`src/sv/dht_pkg.sv`:
```
// Shared types, codes and defaults for the double-hashing table.
`default_nettype none

package dht_pkg;

	localparam int KEY_W            = 31;
	localparam int DEF_TABLE_SIZE   = 11;
	localparam int DEF_STEP_MOD     = 5;
	localparam int DEF_QUEUE_DEPTH  = 2;

	// request codes
	localparam logic [1:0] OP_INSERT = 2'd0;
	localparam logic [1:0] OP_FIND   = 2'd1;
	localparam logic [1:0] OP_DELETE = 2'd2;

	// result codes
	localparam logic [2:0] ST_INSERTED  = 3'd0;
	localparam logic [2:0] ST_FOUND     = 3'd1;
	localparam logic [2:0] ST_DELETED   = 3'd2;
	localparam logic [2:0] ST_NOT_FOUND = 3'd3;
	localparam logic [2:0] ST_FULL      = 3'd4;

	typedef enum logic [1:0] {
		MARK_EMPTY,
		MARK_USED,
		MARK_DELETED
	} mark_t;

	typedef struct packed {
		logic [1:0]       req_type;
		logic [KEY_W-1:0] key;
	} req_t;

	typedef struct packed {
		logic [2:0] status;
		logic [3:0] slot;
		logic [3:0] probes;
	} res_t;

endpackage

`default_nettype wire

```
`src/sv/dht_ram.sv`:
```
// Generic single-write, single-read RAM with registered read data.
`default_nettype none

module dht_ram #(
	parameter int WIDTH = dht_pkg::KEY_W,
	parameter int DEPTH = dht_pkg::DEF_TABLE_SIZE
) (
	input  wire logic                     clk,
	input  wire logic                     we,
	input  wire logic [$clog2(DEPTH)-1:0] waddr,
	input  wire logic [WIDTH-1:0]         wdata,
	input  wire logic [$clog2(DEPTH)-1:0] raddr,
	output logic      [WIDTH-1:0]         rdata
);

	logic [WIDTH-1:0] mem_q [DEPTH];

	always_ff @(posedge clk) begin
		if (we) begin
			mem_q[waddr] <= wdata;
		end
		rdata <= mem_q[raddr];
	end

endmodule

`default_nettype wire

```
`src/sv/dht_front.sv`:
```
// Front end: takes a request, reduces the key to home slot and probe step.
`default_nettype none

module dht_front #(
	parameter int TABLE_SIZE = dht_pkg::DEF_TABLE_SIZE,
	parameter int STEP_MOD   = dht_pkg::DEF_STEP_MOD
) (
	input  wire logic                clk,
	input  wire logic                arst_n,
	input  wire logic                start,
	input  wire dht_pkg::req_t       req,
	output logic                     busy,
	output logic                     out_valid,
	input  wire logic                out_ready,
	output logic [1:0]               out_op,
	output logic [dht_pkg::KEY_W-1:0] out_key,
	output logic [$clog2(TABLE_SIZE)-1:0] out_home,
	output logic [$clog2(TABLE_SIZE)-1:0] out_step
);

	import dht_pkg::*;

	localparam int IDX_W  = $clog2(TABLE_SIZE);
	localparam int TW     = IDX_W + 1;
	localparam int SR_W   = $clog2(STEP_MOD);
	localparam int SW     = SR_W + 1;
	localparam int STEP_W = $clog2(STEP_MOD + 1);
	localparam int CHUNK  = 8;
	localparam int CHUNKS = (KEY_W + CHUNK - 1) / CHUNK;
	localparam int SH_W   = CHUNKS * CHUNK;
	localparam int CNT_W  = $clog2(CHUNKS);

	typedef enum logic [1:0] {
		F_IDLE,
		F_RED,
		F_STEP,
		F_PUSH
	} fstate_t;

	fstate_t           state_q;
	logic [1:0]        op_q;
	logic [KEY_W-1:0]  key_q;
	logic [SH_W-1:0]   sh_q;
	logic [CNT_W-1:0]  cnt_q;
	logic [IDX_W-1:0]  rt_q;
	logic [SR_W-1:0]   rs_q;
	logic [IDX_W-1:0]  step_q;

	logic [IDX_W-1:0]  rt_nxt;
	logic [SR_W-1:0]   rs_nxt;
	logic [TW-1:0]     tt;
	logic [SW-1:0]     ts;
	logic [CHUNK-1:0]  kb;
	logic [STEP_W-1:0] step_full;
	logic [IDX_W-1:0]  step_red;
	logic [TW-1:0]     tu;

	// eight bits of the key a cycle, both remainders side by side
	always_comb begin
		kb     = sh_q[SH_W-1 -: CHUNK];
		rt_nxt = rt_q;
		rs_nxt = rs_q;
		tt     = '0;
		ts     = '0;
		for (int i = CHUNK - 1; i >= 0; i--) begin
			tt = {rt_nxt, kb[i]};
			if (tt >= TW'(TABLE_SIZE)) begin
				tt = tt - TW'(TABLE_SIZE);
			end
			rt_nxt = tt[IDX_W-1:0];
			ts = {rs_nxt, kb[i]};
			if (ts >= SW'(STEP_MOD)) begin
				ts = ts - SW'(STEP_MOD);
			end
			rs_nxt = ts[SR_W-1:0];
		end
	end

	// step in 1..STEP_MOD, folded below TABLE_SIZE
	always_comb begin
		step_full = STEP_W'(STEP_MOD) - STEP_W'(rs_q);
		step_red  = '0;
		tu        = '0;
		for (int i = STEP_W - 1; i >= 0; i--) begin
			tu = {step_red, step_full[i]};
			if (tu >= TW'(TABLE_SIZE)) begin
				tu = tu - TW'(TABLE_SIZE);
			end
			step_red = tu[IDX_W-1:0];
		end
	end

	always_ff @(posedge clk or negedge arst_n) begin
		if (!arst_n) begin
			state_q <= F_IDLE;
			cnt_q   <= '0;
		end else begin
			case (state_q)
				F_IDLE: begin
					if (start) begin
						op_q    <= req.req_type;
						key_q   <= req.key;
						sh_q    <= SH_W'(req.key);
						cnt_q   <= '0;
						rt_q    <= '0;
						rs_q    <= '0;
						state_q <= F_RED;
					end
				end
				F_RED: begin
					rt_q  <= rt_nxt;
					rs_q  <= rs_nxt;
					sh_q  <= sh_q << CHUNK;
					cnt_q <= cnt_q + 1'b1;
					if (cnt_q == CNT_W'(CHUNKS - 1)) begin
						state_q <= F_STEP;
					end
				end
				F_STEP: begin
					step_q  <= step_red;
					state_q <= F_PUSH;
				end
				F_PUSH: begin
					if (out_ready) begin
						state_q <= F_IDLE;
					end
				end
				default: begin
					state_q <= F_IDLE;
				end
			endcase
		end
	end

	assign busy      = (state_q != F_IDLE);
	assign out_valid = (state_q == F_PUSH);
	assign out_op    = op_q;
	assign out_key   = key_q;
	assign out_home  = rt_q;
	assign out_step  = step_q;

endmodule

`default_nettype wire

```
`src/sv/dht_queue.sv`:
```
// Short FIFO between the key reduction front end and the probe engine.
`default_nettype none

module dht_queue #(
	parameter int WIDTH = 8,
	parameter int DEPTH = dht_pkg::DEF_QUEUE_DEPTH
) (
	input  wire logic             clk,
	input  wire logic             arst_n,
	input  wire logic             in_valid,
	output logic                  in_ready,
	input  wire logic [WIDTH-1:0] in_data,
	output logic                  out_valid,
	input  wire logic             out_pop,
	output logic      [WIDTH-1:0] out_data
);

	localparam int PW = (DEPTH > 1) ? $clog2(DEPTH) : 1;
	localparam int CW = $clog2(DEPTH + 1);

	logic [WIDTH-1:0] buf_q [DEPTH];
	logic [PW-1:0]    wp_q;
	logic [PW-1:0]    rp_q;
	logic [CW-1:0]    cnt_q;
	logic             push;
	logic             pop;

	assign in_ready  = (cnt_q != CW'(DEPTH));
	assign out_valid = (cnt_q != '0);
	assign push      = in_valid && in_ready;
	assign pop       = out_pop && out_valid;
	assign out_data  = buf_q[rp_q];

	always_ff @(posedge clk) begin
		if (push) begin
			buf_q[wp_q] <= in_data;
		end
	end

	always_ff @(posedge clk or negedge arst_n) begin
		if (!arst_n) begin
			wp_q  <= '0;
			rp_q  <= '0;
			cnt_q <= '0;
		end else begin
			if (push) begin
				wp_q <= (wp_q == PW'(DEPTH - 1)) ? '0 : wp_q + 1'b1;
			end
			if (pop) begin
				rp_q <= (rp_q == PW'(DEPTH - 1)) ? '0 : rp_q + 1'b1;
			end
			case ({push, pop})
				2'b10:   cnt_q <= cnt_q + 1'b1;
				2'b01:   cnt_q <= cnt_q - 1'b1;
				default: cnt_q <= cnt_q;
			endcase
		end
	end

endmodule

`default_nettype wire

```
`src/sv/dht_back.sv`:
```
// Probe engine: walks the double-hash sequence, owns slot marks and key store.
`default_nettype none

module dht_back #(
	parameter int TABLE_SIZE = dht_pkg::DEF_TABLE_SIZE
) (
	input  wire logic                         clk,
	input  wire logic                         arst_n,
	input  wire logic                         q_valid,
	output logic                              q_pop,
	input  wire logic [1:0]                   q_op,
	input  wire logic [dht_pkg::KEY_W-1:0]    q_key,
	input  wire logic [$clog2(TABLE_SIZE)-1:0] q_home,
	input  wire logic [$clog2(TABLE_SIZE)-1:0] q_step,
	output logic                              done,
	output dht_pkg::res_t                     result
);

	import dht_pkg::*;

	localparam int IDX_W = $clog2(TABLE_SIZE);
	localparam int TW    = IDX_W + 1;
	localparam int CNT_W = $clog2(TABLE_SIZE + 1);

	typedef enum logic {
		B_IDLE,
		B_PROBE
	} bstate_t;

	bstate_t          state_q;
	logic [1:0]       op_q;
	logic [KEY_W-1:0] key_q;
	logic [IDX_W-1:0] step_q;
	logic [IDX_W-1:0] idx_q;
	logic [CNT_W-1:0] n_q;
	logic             valid_s1;
	logic [IDX_W-1:0] idx_s1;
	logic [CNT_W-1:0] n_s1;
	mark_t            marks_q [TABLE_SIZE];
	logic             done_q;
	res_t             result_q;

	logic [KEY_W-1:0] rdata;
	logic             issue;
	logic [TW-1:0]    sum;
	logic [IDX_W-1:0] idx_nxt;
	mark_t            mark_s1;
	logic             hit;
	logic             last;
	logic             fin;
	logic             op_ok;
	res_t             res_nxt;
	logic             wr_key;

	dht_ram #(
		.WIDTH(KEY_W),
		.DEPTH(TABLE_SIZE)
	) u_keys (
		.clk  (clk),
		.we   (wr_key),
		.waddr(idx_s1),
		.wdata(key_q),
		.raddr(idx_q),
		.rdata(rdata)
	);

	assign issue   = (state_q == B_PROBE) && (n_q < CNT_W'(TABLE_SIZE));
	assign sum     = TW'(idx_q) + TW'(step_q);
	assign idx_nxt = (sum >= TW'(TABLE_SIZE)) ? IDX_W'(sum - TW'(TABLE_SIZE)) : IDX_W'(sum);
	assign mark_s1 = marks_q[idx_s1];
	assign last    = (n_s1 == CNT_W'(TABLE_SIZE - 1));
	assign op_ok   = q_op inside {OP_INSERT, OP_FIND, OP_DELETE};
	assign q_pop   = (state_q == B_IDLE) && q_valid;

	// decision on the slot whose key has just come out of the store
	always_comb begin
		hit     = 1'b0;
		res_nxt = '{status: ST_NOT_FOUND, slot: 4'd0, probes: 4'(n_s1)};
		if (op_q == OP_INSERT) begin
			if (mark_s1 != MARK_USED) begin
				hit     = 1'b1;
				res_nxt = '{status: ST_INSERTED, slot: 4'(idx_s1), probes: 4'(n_s1)};
			end
		end else begin
			if (mark_s1 == MARK_EMPTY) begin
				hit = 1'b1;
			end else if (mark_s1 == MARK_USED && rdata == key_q) begin
				hit     = 1'b1;
				res_nxt = '{status: (op_q == OP_DELETE) ? ST_DELETED : ST_FOUND,
					slot: 4'(idx_s1), probes: 4'(n_s1)};
			end
		end
		if (!hit) begin
			res_nxt = '{status: (op_q == OP_INSERT) ? ST_FULL : ST_NOT_FOUND,
				slot: 4'd0, probes: 4'(TABLE_SIZE)};
		end
	end

	assign fin    = valid_s1 && (hit || last);
	assign wr_key = fin && hit && (op_q == OP_INSERT);

	always_ff @(posedge clk or negedge arst_n) begin
		if (!arst_n) begin
			for (int i = 0; i < TABLE_SIZE; i++) begin
				marks_q[i] <= MARK_EMPTY;
			end
		end else if (fin && hit) begin
			if (op_q == OP_INSERT) begin
				marks_q[idx_s1] <= MARK_USED;
			end else if (op_q == OP_DELETE && mark_s1 == MARK_USED) begin
				marks_q[idx_s1] <= MARK_DELETED;
			end
		end
	end

	always_ff @(posedge clk or negedge arst_n) begin
		if (!arst_n) begin
			state_q  <= B_IDLE;
			valid_s1 <= 1'b0;
			done_q   <= 1'b0;
			n_q      <= '0;
		end else begin
			done_q   <= 1'b0;
			valid_s1 <= issue && !fin;
			idx_s1   <= idx_q;
			n_s1     <= n_q;
			case (state_q)
				B_IDLE: begin
					if (q_pop) begin
						op_q   <= q_op;
						key_q  <= q_key;
						step_q <= q_step;
						idx_q  <= q_home;
						n_q    <= '0;
						if (op_ok) begin
							state_q <= B_PROBE;
						end else begin
							done_q   <= 1'b1;
							result_q <= '{status: ST_NOT_FOUND, slot: 4'd0, probes: 4'd0};
						end
					end
				end
				B_PROBE: begin
					if (issue) begin
						idx_q <= idx_nxt;
						n_q   <= n_q + 1'b1;
					end
					if (fin) begin
						done_q   <= 1'b1;
						result_q <= res_nxt;
						state_q  <= B_IDLE;
					end
				end
				default: begin
					state_q <= B_IDLE;
				end
			endcase
		end
	end

	assign done   = done_q;
	assign result = result_q;

endmodule

`default_nettype wire

```
`src/sv/double_hash_table.sv`:
```
// Double-hashing table (open addressing): key reduction front, queue, probe engine.
// The front end reduces the key and hands it to the queue; the probe engine then walks n
//   probe steps (at most TABLE_SIZE-1) before it reports the result.
// The probe engine works on one request at a time and pops the next only once idle;
//   the front end takes a new request only once idle, and waits while the queue is full.
// Reset: slot marks all go empty at once, key store untouched; done strobes cannot be stalled.
`default_nettype none

module double_hash_table #(
	parameter int TABLE_SIZE  = dht_pkg::DEF_TABLE_SIZE,
	parameter int STEP_MOD    = dht_pkg::DEF_STEP_MOD,
	parameter int QUEUE_DEPTH = dht_pkg::DEF_QUEUE_DEPTH
) (
	input  wire logic          clk,
	input  wire logic          arst_n,
	input  wire logic          start,
	input  wire dht_pkg::req_t req,
	output logic               busy,
	output logic               done,
	output dht_pkg::res_t      result
);

	import dht_pkg::*;

	localparam int IDX_W = $clog2(TABLE_SIZE);
	// queue beat: request code, key, home slot, reduced step
	localparam int E_W   = 2 + KEY_W + 2 * IDX_W;

	logic             f_valid;
	logic             f_ready;
	logic [1:0]       f_op;
	logic [KEY_W-1:0] f_key;
	logic [IDX_W-1:0] f_home;
	logic [IDX_W-1:0] f_step;

	logic             q_valid;
	logic             q_pop;
	logic [E_W-1:0]   q_data;
	logic [1:0]       q_op;
	logic [KEY_W-1:0] q_key;
	logic [IDX_W-1:0] q_home;
	logic [IDX_W-1:0] q_step;

	// Front end: busy while it reduces a key or waits for queue space.
	dht_front #(
		.TABLE_SIZE(TABLE_SIZE),
		.STEP_MOD  (STEP_MOD)
	) u_front (
		.clk      (clk),
		.arst_n   (arst_n),
		.start    (start),
		.req      (req),
		.busy     (busy),
		.out_valid(f_valid),
		.out_ready(f_ready),
		.out_op   (f_op),
		.out_key  (f_key),
		.out_home (f_home),
		.out_step (f_step)
	);

	// Queue lets the front end run ahead while a long probe walk is in progress.
	dht_queue #(
		.WIDTH(E_W),
		.DEPTH(QUEUE_DEPTH)
	) u_queue (
		.clk      (clk),
		.arst_n   (arst_n),
		.in_valid (f_valid),
		.in_ready (f_ready),
		.in_data  ({f_op, f_key, f_home, f_step}),
		.out_valid(q_valid),
		.out_pop  (q_pop),
		.out_data (q_data)
	);

	assign {q_op, q_key, q_home, q_step} = q_data;

	// Probe engine: one slot a cycle, each slot's key read from the store and checked in the cycle after it is issued.
	dht_back #(
		.TABLE_SIZE(TABLE_SIZE)
	) u_back (
		.clk   (clk),
		.arst_n(arst_n),
		.q_valid(q_valid),
		.q_pop (q_pop),
		.q_op  (q_op),
		.q_key (q_key),
		.q_home(q_home),
		.q_step(q_step),
		.done  (done),
		.result(result)
	);

	// A full-table result reports every slot probed.
	a_full_probes: assert property (@(posedge clk) disable iff (!arst_n)
		done && result.status == ST_FULL |-> result.probes == 4'(TABLE_SIZE))
		else $error("full table result without a full probe count");

	// Misses carry slot zero.
	a_miss_slot: assert property (@(posedge clk) disable iff (!arst_n)
		done && (result.status == ST_NOT_FOUND || result.status == ST_FULL)
		|-> result.slot == 4'd0)
		else $error("miss result with nonzero slot");

	// Probe count never exceeds the table size.
	a_probe_bound: assert property (@(posedge clk) disable iff (!arst_n)
		done |-> result.probes <= 4'(TABLE_SIZE))
		else $error("probe count beyond table size");

	// A beat offered by the front end stays until the queue takes it.
	a_front_hold: assert property (@(posedge clk) disable iff (!arst_n)
		f_valid && !f_ready |=> f_valid && $stable(f_key) && $stable(f_home))
		else $error("front end dropped a beat before the queue took it");

endmodule

`default_nettype wire

```
`config.mk`:
```
export PLATFORM = sky130hd
export DESIGN_NAME = double_hash_table
export DESIGN_NICKNAME = d
export VERILOG_FILES = /design/src/sv/dht_pkg.sv /design/src/sv/dht_ram.sv /design/src/sv/dht_front.sv /design/src/sv/dht_queue.sv /design/src/sv/dht_back.sv /design/src/sv/double_hash_table.sv
export SDC_FILE = /design/constraint.sdc
export NUM_CORES = 1
export LEC_CHECK = 0
export ABC_AREA = 1
export BUFFER_PORTS_ARGS = -buffer_cell sky130_fd_sc_hd__buf_2
export CAP_MARGIN = 20
export CELL_PAD_IN_SITES_DETAIL_PLACEMENT = 1
export CELL_PAD_IN_SITES_GLOBAL_PLACEMENT = 1
export CORE_ASPECT_RATIO = 0.9
export CORE_MARGIN = 4
export CORE_UTILIZATION = 35
export CTS_CLUSTER_SIZE = 14
export DETAILED_ROUTE_END_ITERATION = 7
export HOLD_SLACK_MARGIN = 0.08
export PLACE_DENSITY = 0.61
export SLEW_MARGIN = 20
export SYNTH_ARGS = -nofsm -noshare
export SYNTH_HDL_FRONTEND = slang
export SYNTH_SLANG_ARGS = --single-unit
```
`constraint.sdc`:
```
create_clock -name clk -period 6.7 [get_ports clk]
set_input_delay 2.01 -clock clk [delete_from_list [all_inputs] [get_ports clk]]
set_output_delay 2.01 -clock clk [all_outputs]
set_load 0.02 [all_outputs]
```
### Word level (Yosys, flattened, before mapping)

Memory sizes are Yosys's and may differ from the RTL's. A register that Yosys moved wholly into a read port is not among the register bits.
Cells that the tools add are included.

* register bits after elaboration: 172
* RAM bits: 421
* output and inout bits: 13
* logic and storage cells: 216
* memories kept: 2

Memories
* u_back.u_keys.mem_q: depth 11, width 31, rd ports 1, clocked after memory_dff 1, wr ports 1, RTL line dht_ram.sv:16 `logic [WIDTH-1:0] mem_q [DEPTH];`
* u_queue.buf_q: depth 2, width 40, rd ports 1, clocked after memory_dff 0, wr ports 1, RTL line dht_queue.sv:21 `logic [WIDTH-1:0] buf_q [DEPTH];`

* add/sub/neg operators: 25
* magnitude comparators: 20
* equality and inequality tests: 21
* multiplexer cells: 72
* bitwise operators: 8
* reductions and logical operators: 33

Operators by type and width (number)
* two-way mux 11 bit: 7
* case mux 32 bit (2 select lines): 1
* two-way mux 4 bit: 14
* greater-or-equal comparator 5 x 4 -> 1 bit, second input constant: 9
* two-way mux 22 bit: 2
* subtractor 4 bit, second input constant: 9
* greater-or-equal comparator 4 x 3 -> 1 bit, second input constant: 8
* two-way mux 32 bit: 1
* equality test 31 bit: 1
* two-way mux 3 bit: 10
* case mux 4 bit (2 select lines): 3
* subtractor 3 bit, second input constant: 8
* AND 11 bit: 2
* inverter 11 bit: 2
* OR 11 bit: 2
* case mux 11 bit (2 select lines): 1
* two-way mux 1 bit: 16
* two-way mux 2 bit: 8
* AND reduction 3 bit: 5
* inequality test 2 bit, second input constant: 7
* equality test 2 bit, second input constant: 6
* logical AND 1 bit: 11
* two-way mux 10 bit: 1
* nonzero test 2 bit: 5
* 26 further kinds: 40

### Longest topological paths before layout

* word-level depth: 17
* depth in mapped cells: 60

### By module

Synthesis repeated with hierarchy kept, for this count alone.

* cells, all modules: 2571
* area total of the unflattened synthesis: 27462.6 um^2

Modules (own cells, without submodules)
* dht_ram: instances 1, cells an instance 1301, area an instance 14911.8 um^2, sequential area each 10860.4 um^2
* dht_front: instances 1, cells an instance 483, area an instance 4708.3 um^2, sequential area each 2352.3 um^2
* dht_back: instances 1, cells an instance 543, area an instance 4586.9 um^2, sequential area each 2527.4 um^2
* dht_queue: instances 1, cells an instance 244, area an instance 3255.6 um^2, sequential area each 2562.5 um^2

### Worst setup path after synthesis

Ideal clock, no wire load.

* path kind: register -> register
* from: register u_front.sh_q[31]
* to: register u_front.rs_q[0], data pin
* library setup time: 265 ps
* data arrival time: 5914 ps
* data required time: 6435 ps
* setup slack: 521 ps
* cell stages (with the launch flop): 43
* path buffers: 0
* path through: edfxtp_1 > inv_1 > ha_1 > inv_1 > nand2_1 > nand3_1 > xor2_1 > ha_1 > inv_1 > o21ai_0 > nand2_1 > xor2_1 > ha_1 > inv_1 > o21ai_0 > nand2_1 > xor2_1 > ha_1 > [7 not listed] > nand2_1 > xor2_1 > ha_1 > inv_1 > o21ai_0 > nand2_1 > xor2_1 > ha_1 > inv_1 > o21ai_0 > nand2_1 > xor2_1 > ha_1 > inv_1 > o21ai_0 > nand2_1 > o21ai_0 > a21oi_1

* word-level cells in the longest chain between the ends: 17

Ends and longest elaborated chain
* from (decl): RTL line dht_front.sv:43 `logic [SH_W-1:0] sh_q;`
* from (signal assigned): RTL line dht_front.sv:103 `sh_q <= SH_W'(req.key);`
* from (signal assigned): RTL line dht_front.sv:113 `sh_q <= sh_q << CHUNK;`
* greater-or-equal comparator 4 x 3 -> 1 bit or subtractor 3 bit (tied branches): RTL line dht_front.sv:72, dht_front.sv:73
* two-way mux 3 bit (*): RTL line dht_front.sv:72 `if (ts >= SW'(STEP_MOD)) begin`
* greater-or-equal comparator 4 x 3 -> 1 bit or subtractor 3 bit (tied branches): RTL line dht_front.sv:72, dht_front.sv:73
* two-way mux 3 bit (*): RTL line dht_front.sv:72
* greater-or-equal comparator 4 x 3 -> 1 bit or subtractor 3 bit (tied branches): RTL line dht_front.sv:72, dht_front.sv:73
* two-way mux 3 bit (*): RTL line dht_front.sv:72
* greater-or-equal comparator 4 x 3 -> 1 bit or subtractor 3 bit (tied branches): RTL line dht_front.sv:72, dht_front.sv:73
* two-way mux 3 bit (*): RTL line dht_front.sv:72
* greater-or-equal comparator 4 x 3 -> 1 bit or subtractor 3 bit (tied branches): RTL line dht_front.sv:72, dht_front.sv:73
* two-way mux 3 bit (*): RTL line dht_front.sv:72
* greater-or-equal comparator 4 x 3 -> 1 bit or subtractor 3 bit (tied branches): RTL line dht_front.sv:72, dht_front.sv:73
* two-way mux 3 bit (*): RTL line dht_front.sv:72
* greater-or-equal comparator 4 x 3 -> 1 bit or subtractor 3 bit (tied branches): RTL line dht_front.sv:72, dht_front.sv:73
* two-way mux 3 bit (*): RTL line dht_front.sv:72
* greater-or-equal comparator 4 x 3 -> 1 bit (*): RTL line dht_front.sv:72
* two-way mux 3 bit (*): RTL line dht_front.sv:72
* case mux 3 bit (2 select lines) (*): RTL line dht_front.sv:98 `case (state_q)`
* to (signal assigned): RTL line dht_front.sv:112 `rs_q <= rs_nxt;`
* to (decl): RTL line dht_front.sv:46 `logic [SR_W-1:0] rs_q;`

Mark *: on every way between the ends. The rest lies on a longest branch, timed or not.
A chain may end at the register's enable or synchronous reset.

### Worst setup path in the final report

Ends and elaborated chain as after synthesis.

==> summary.txt <==
Outcome
  • Status: completed

Cells and area
  • Layout Nets: 2189
  • Final core occ: 41.2%
  • Non-Filler Instances: 3120
  • Share of layout cells above drive strength 1: 16.8%
  • Layout area overhead: 16.6%

Floorplan
  • I/O pins: 49
  • Core Rows: 93
  • Die H: 263 µm
  • Die Width: between 200 and 300 µm
  • Initial Util: between 30% and 40%
  • Die Area: 0.0766 mm²
  • Core Region: ~0.072 mm²

GRT
  • Initial antenna violation count: 2
  • Total GRT Usage: 16.1%
  • Pin count of the biggest net entering global routing: 97
  • First-pass GRT wire length: 97.0 mm
  • Vias in the first global route: 16.6k
  • Total grt overflow: 0

Setup path
  • R2R cell count: between 40 and 50
  • Kind of critical path: reg2reg
  • Startpoint Class: register
  • CP arrival: 6.66 ns
  • Worst path max stage delay: ~0.40 ns
  • Capture point of the worst reg-to-reg path: u_front.rs_q[0]
  • Crit path capture: u_front.rs_q[0]
  • Critical path capture point type: register
  • Worst reg2reg setup slack: 0.36 ns
  • FF-to-FF Start: u_front.sh_q[31]
  • CP required: around 7.0 ns
  • Crit path from: u_front.sh_q[31]
  • Slowest-stage cell, CP: edfxtp_1
  • Crit-path max FO: 3

STA
  • Final setup fails: 0
  • Final hold violations: 0
  • Pins Over Slew Limit: 0
  • Final min period: ~6.3 ns
  • Part of the cycle the worst path needs: between 90% and 100%
  • Clk_skew: about 0.026 ns
  • Slew @ Worst Pin: 1.06 ns
  • Max Freq: 158 MHz
  • Slew HR: 29.6%
  • Setup ws final: around 0.36 ns
  • Hold WS: 0.445 ns

Clock tree
  • Clock Latency Late Sink: approximately 0.6 ns
  • Bufs on Longest Clock Path: 3
  • Reg clk slew, reported paths: 0.06 ns
  • Root Driver: clkbuf_16
  • CTS Sinks: approximately 620
  • H-tree depth: 3
  • CTS tree: done
  • Num CTS Buffers: a little under 70

Logic synthesis
  • Number of flops mapped to enable cells by yosys: 555
  • Netlist cell types: 49
  • Synth Net Count: roughly 2.1k
  • Synthesized-area fraction occupied by adder cells: 1.86%
  • Ys Warns: 0
  • Post-synthesis average cell area: 12.5 µm²
  • Seq/Total Area, Yosys: approximately 72%
  • Asr flop ratio synth: around 6%
  • Simple-Gate Fraction of Synth Area: between 10% and 20%
  • Main combinational cell family by area after synthesis: simple AND/OR/NAND/NOR gates
  • Synth Area in XOR/XNOR: 2.23%
  • Syn Inst Count: approximately 2k
  • Synth Area in Compound Gates: 8.66%
  • Seq cells post-synth: 623
  • Multiplexer share of the synthesized area: 0.0396%
  • Primary FF master, synth: edfxtp_1
  • Synthesized area: 0.0253 mm²

Placed design
  • DP Worst Slack: -0.391 ns
  • # port buffers: 48
  • Placed Instances: 2965
  • GPL Wtd Cong: between 0.7 and 0.8
  • Dpl hpwl: 35.8 mm

Route
  • Detailed-route via count: 15.5k
  • Routed wire per std cell: 20.2 µm
  • Initial DRC Count: 969
  • Routed wire length: 63.0 mm
  • Pre-antenna DRT Iters: 5
  • DRC viols: 0
  • DR vias/cell: 4.97
  • Routed Antenna Nets: 0

Min path
  • Hold Path Class: reg2reg

Flow run
  • Max-Cap Viols: 0
==> synth_stat cells (16+ instances only) <==
cell type / number / area share (%)
inv_1: 122 / 1.8
nor3_1: 19 / 0.38
nand2_1: 340 / 5.0
xor2_1: 39 / 1.4
clkbuf_1: 79 / 1.2
or2_2: 16 / 0.40
dfxtp_1: 31 / 2.5
ha_1: 36 / 1.8
o211ai_1: 32 / 0.95
o21ai_0: 217 / 4.3
dfrtp_1: 37 / 3.7
nor2_1: 223 / 3.3
edfxtp_1: 555 / 66
a21oi_1: 29 / 0.57
o221ai_1: 20 / 0.69
nand3_1: 56 / 1.1
nand2_2: 26 / 0.64
o22ai_1: 39 / 0.96
==> worst max-delay path: cells and delay by family, from the launching register on <==
family | cells | cell delay (ns)
adders and majority gates | 8 | 1.68
xor gates and xnor gates | 7 | 1.50
AOI/OAI and AO/OA | 9 | 1.12
DFF | 1 | 0.40
and+or+nand+nor | 9 | 0.88
buffers and inverters | 9 | 0.46
==> stage by stage <==
| step | instance area, µm² | TNS [ns] |
|---|---|---|
| 2_1_floorplan | 25300 | 0 |
| 3_3_place_gp | 26800 | -0.0210 |
| 3_5_place_dp | 26800 | -1.20 |
| 4_1_cts | 29000 | 0 |
| 5_1_grt | 29500 | -0.429 |
| 6_report | 29500 | 0 |
==> what timing repair did <==
action                                  4_1_cts  5_1_grt
hold buffers                                  0        0
endpoints found under the setup margin        6        7
setup buffers                                 3       29
pin swaps                                     3       36
resized for setup                            19       74
==> layer usage <==
layer  track usage (%)  up-vias  routed length, µm  share of wire, %
met5                 0        -                  0                 0
met4              4.22        0               1080               1.7
met3              2.34       73               2360               3.7
met2              27.6      227              31100                49
met1              21.7     7886              28500                45
li1                  -     7330                  -                 -
==> cells in the final DEF, fill, tap and decap left out, drive strengths merged, types with 3 or more instances in the layout <==
| cell type | instances |
|---|---|
| dfxtp | 31 |
| inv | 128 |
| a31oi | 11 |
| nor4 | 5 |
| a211oi | 11 |
| nor3 | 19 |
| o211ai | 32 |
| clkbuf | 94 |
| bufinv | 4 |
| a21oi | 30 |
| xnor2 | 8 |
| a22oi | 5 |
| clkinv | 22 |
| ha | 36 |
| o21bai | 3 |
| or2 | 16 |
| xor2 | 47 |
| nand2 | 376 |
| o21a | 4 |
| nor2 | 227 |
| nand4 | 3 |
| o221ai | 20 |
| buf | 113 |
| nand3 | 62 |
| edfxtp | 555 |
| dfrtp | 37 |
| and2 | 3 |
| o21ai | 217 |
| o22ai | 39 |
==> area by class of cell <==
class | instances | area [µm²]
Antenna cell | 1 | 2.50
Multi-Input combinational cell | 1184 | 6720
Clock buffer | 94 | 1860
Fill cell | 7498 | 42100
Tap cell | 950 | 1190
Clock inverter | 29 | 282
Timing Repair Buffer | 113 | 744
Sequential cell | 623 | 18200
Inverter | 126 | 475
==> registers in the layout, indices dropped and copies added, names as in the netlist, 11 cells and up, named ones only <==
signal	count
u_back.key_q	31
u_back.result	11
u_back.u_keys.mem_q	341
u_back.u_keys.rdata	31
u_front.out_key	31
u_front.sh_q	32
u_queue.buf_q	80
==> logic make-up (layout without fill, tap and decap cells) <==
| logic type | count (synthesis) | count (layout) |
|---|---|---|
| flip-flops | 623 | 623 |
| AO/OA/AOI/OAI | 377 | 377 |
| XOR/XNOR | 55 | 55 |
| AND/OR/NAND/NOR | 714 | 714 |
| buffers and inverters | 210 | 362 |
| multiplexers | 1 | 1 |
| adder cells (fa/ha/maj) | 37 | 37 |
| other | 0 | 1 |
==> worst min-delay path by stage <==
stage | from | end | slack [ns] | cells after the start
floorplan | u_front.out_step[0] | u_queue.buf_q[0][0] | 0.42 | 0
global placement | u_front.out_key[13] | u_queue.buf_q[0][20] | 0.43 | 0
detailed placement | u_front.out_step[1] | u_queue.buf_q[1][1] | 0.43 | 0
CTS | u_front.out_key[5] | u_queue.buf_q[0][12] | 0.44 | 0
global route | u_front.out_key[5] | u_queue.buf_q[0][12] | 0.46 | 0
finish | u_front.out_key[0] | u_queue.buf_q[1][7] | 0.44 | 0
Power is left out: the tool's default activity adds up to more than one toggle a clock period on the data nets, which glitch-free logic cannot reach.
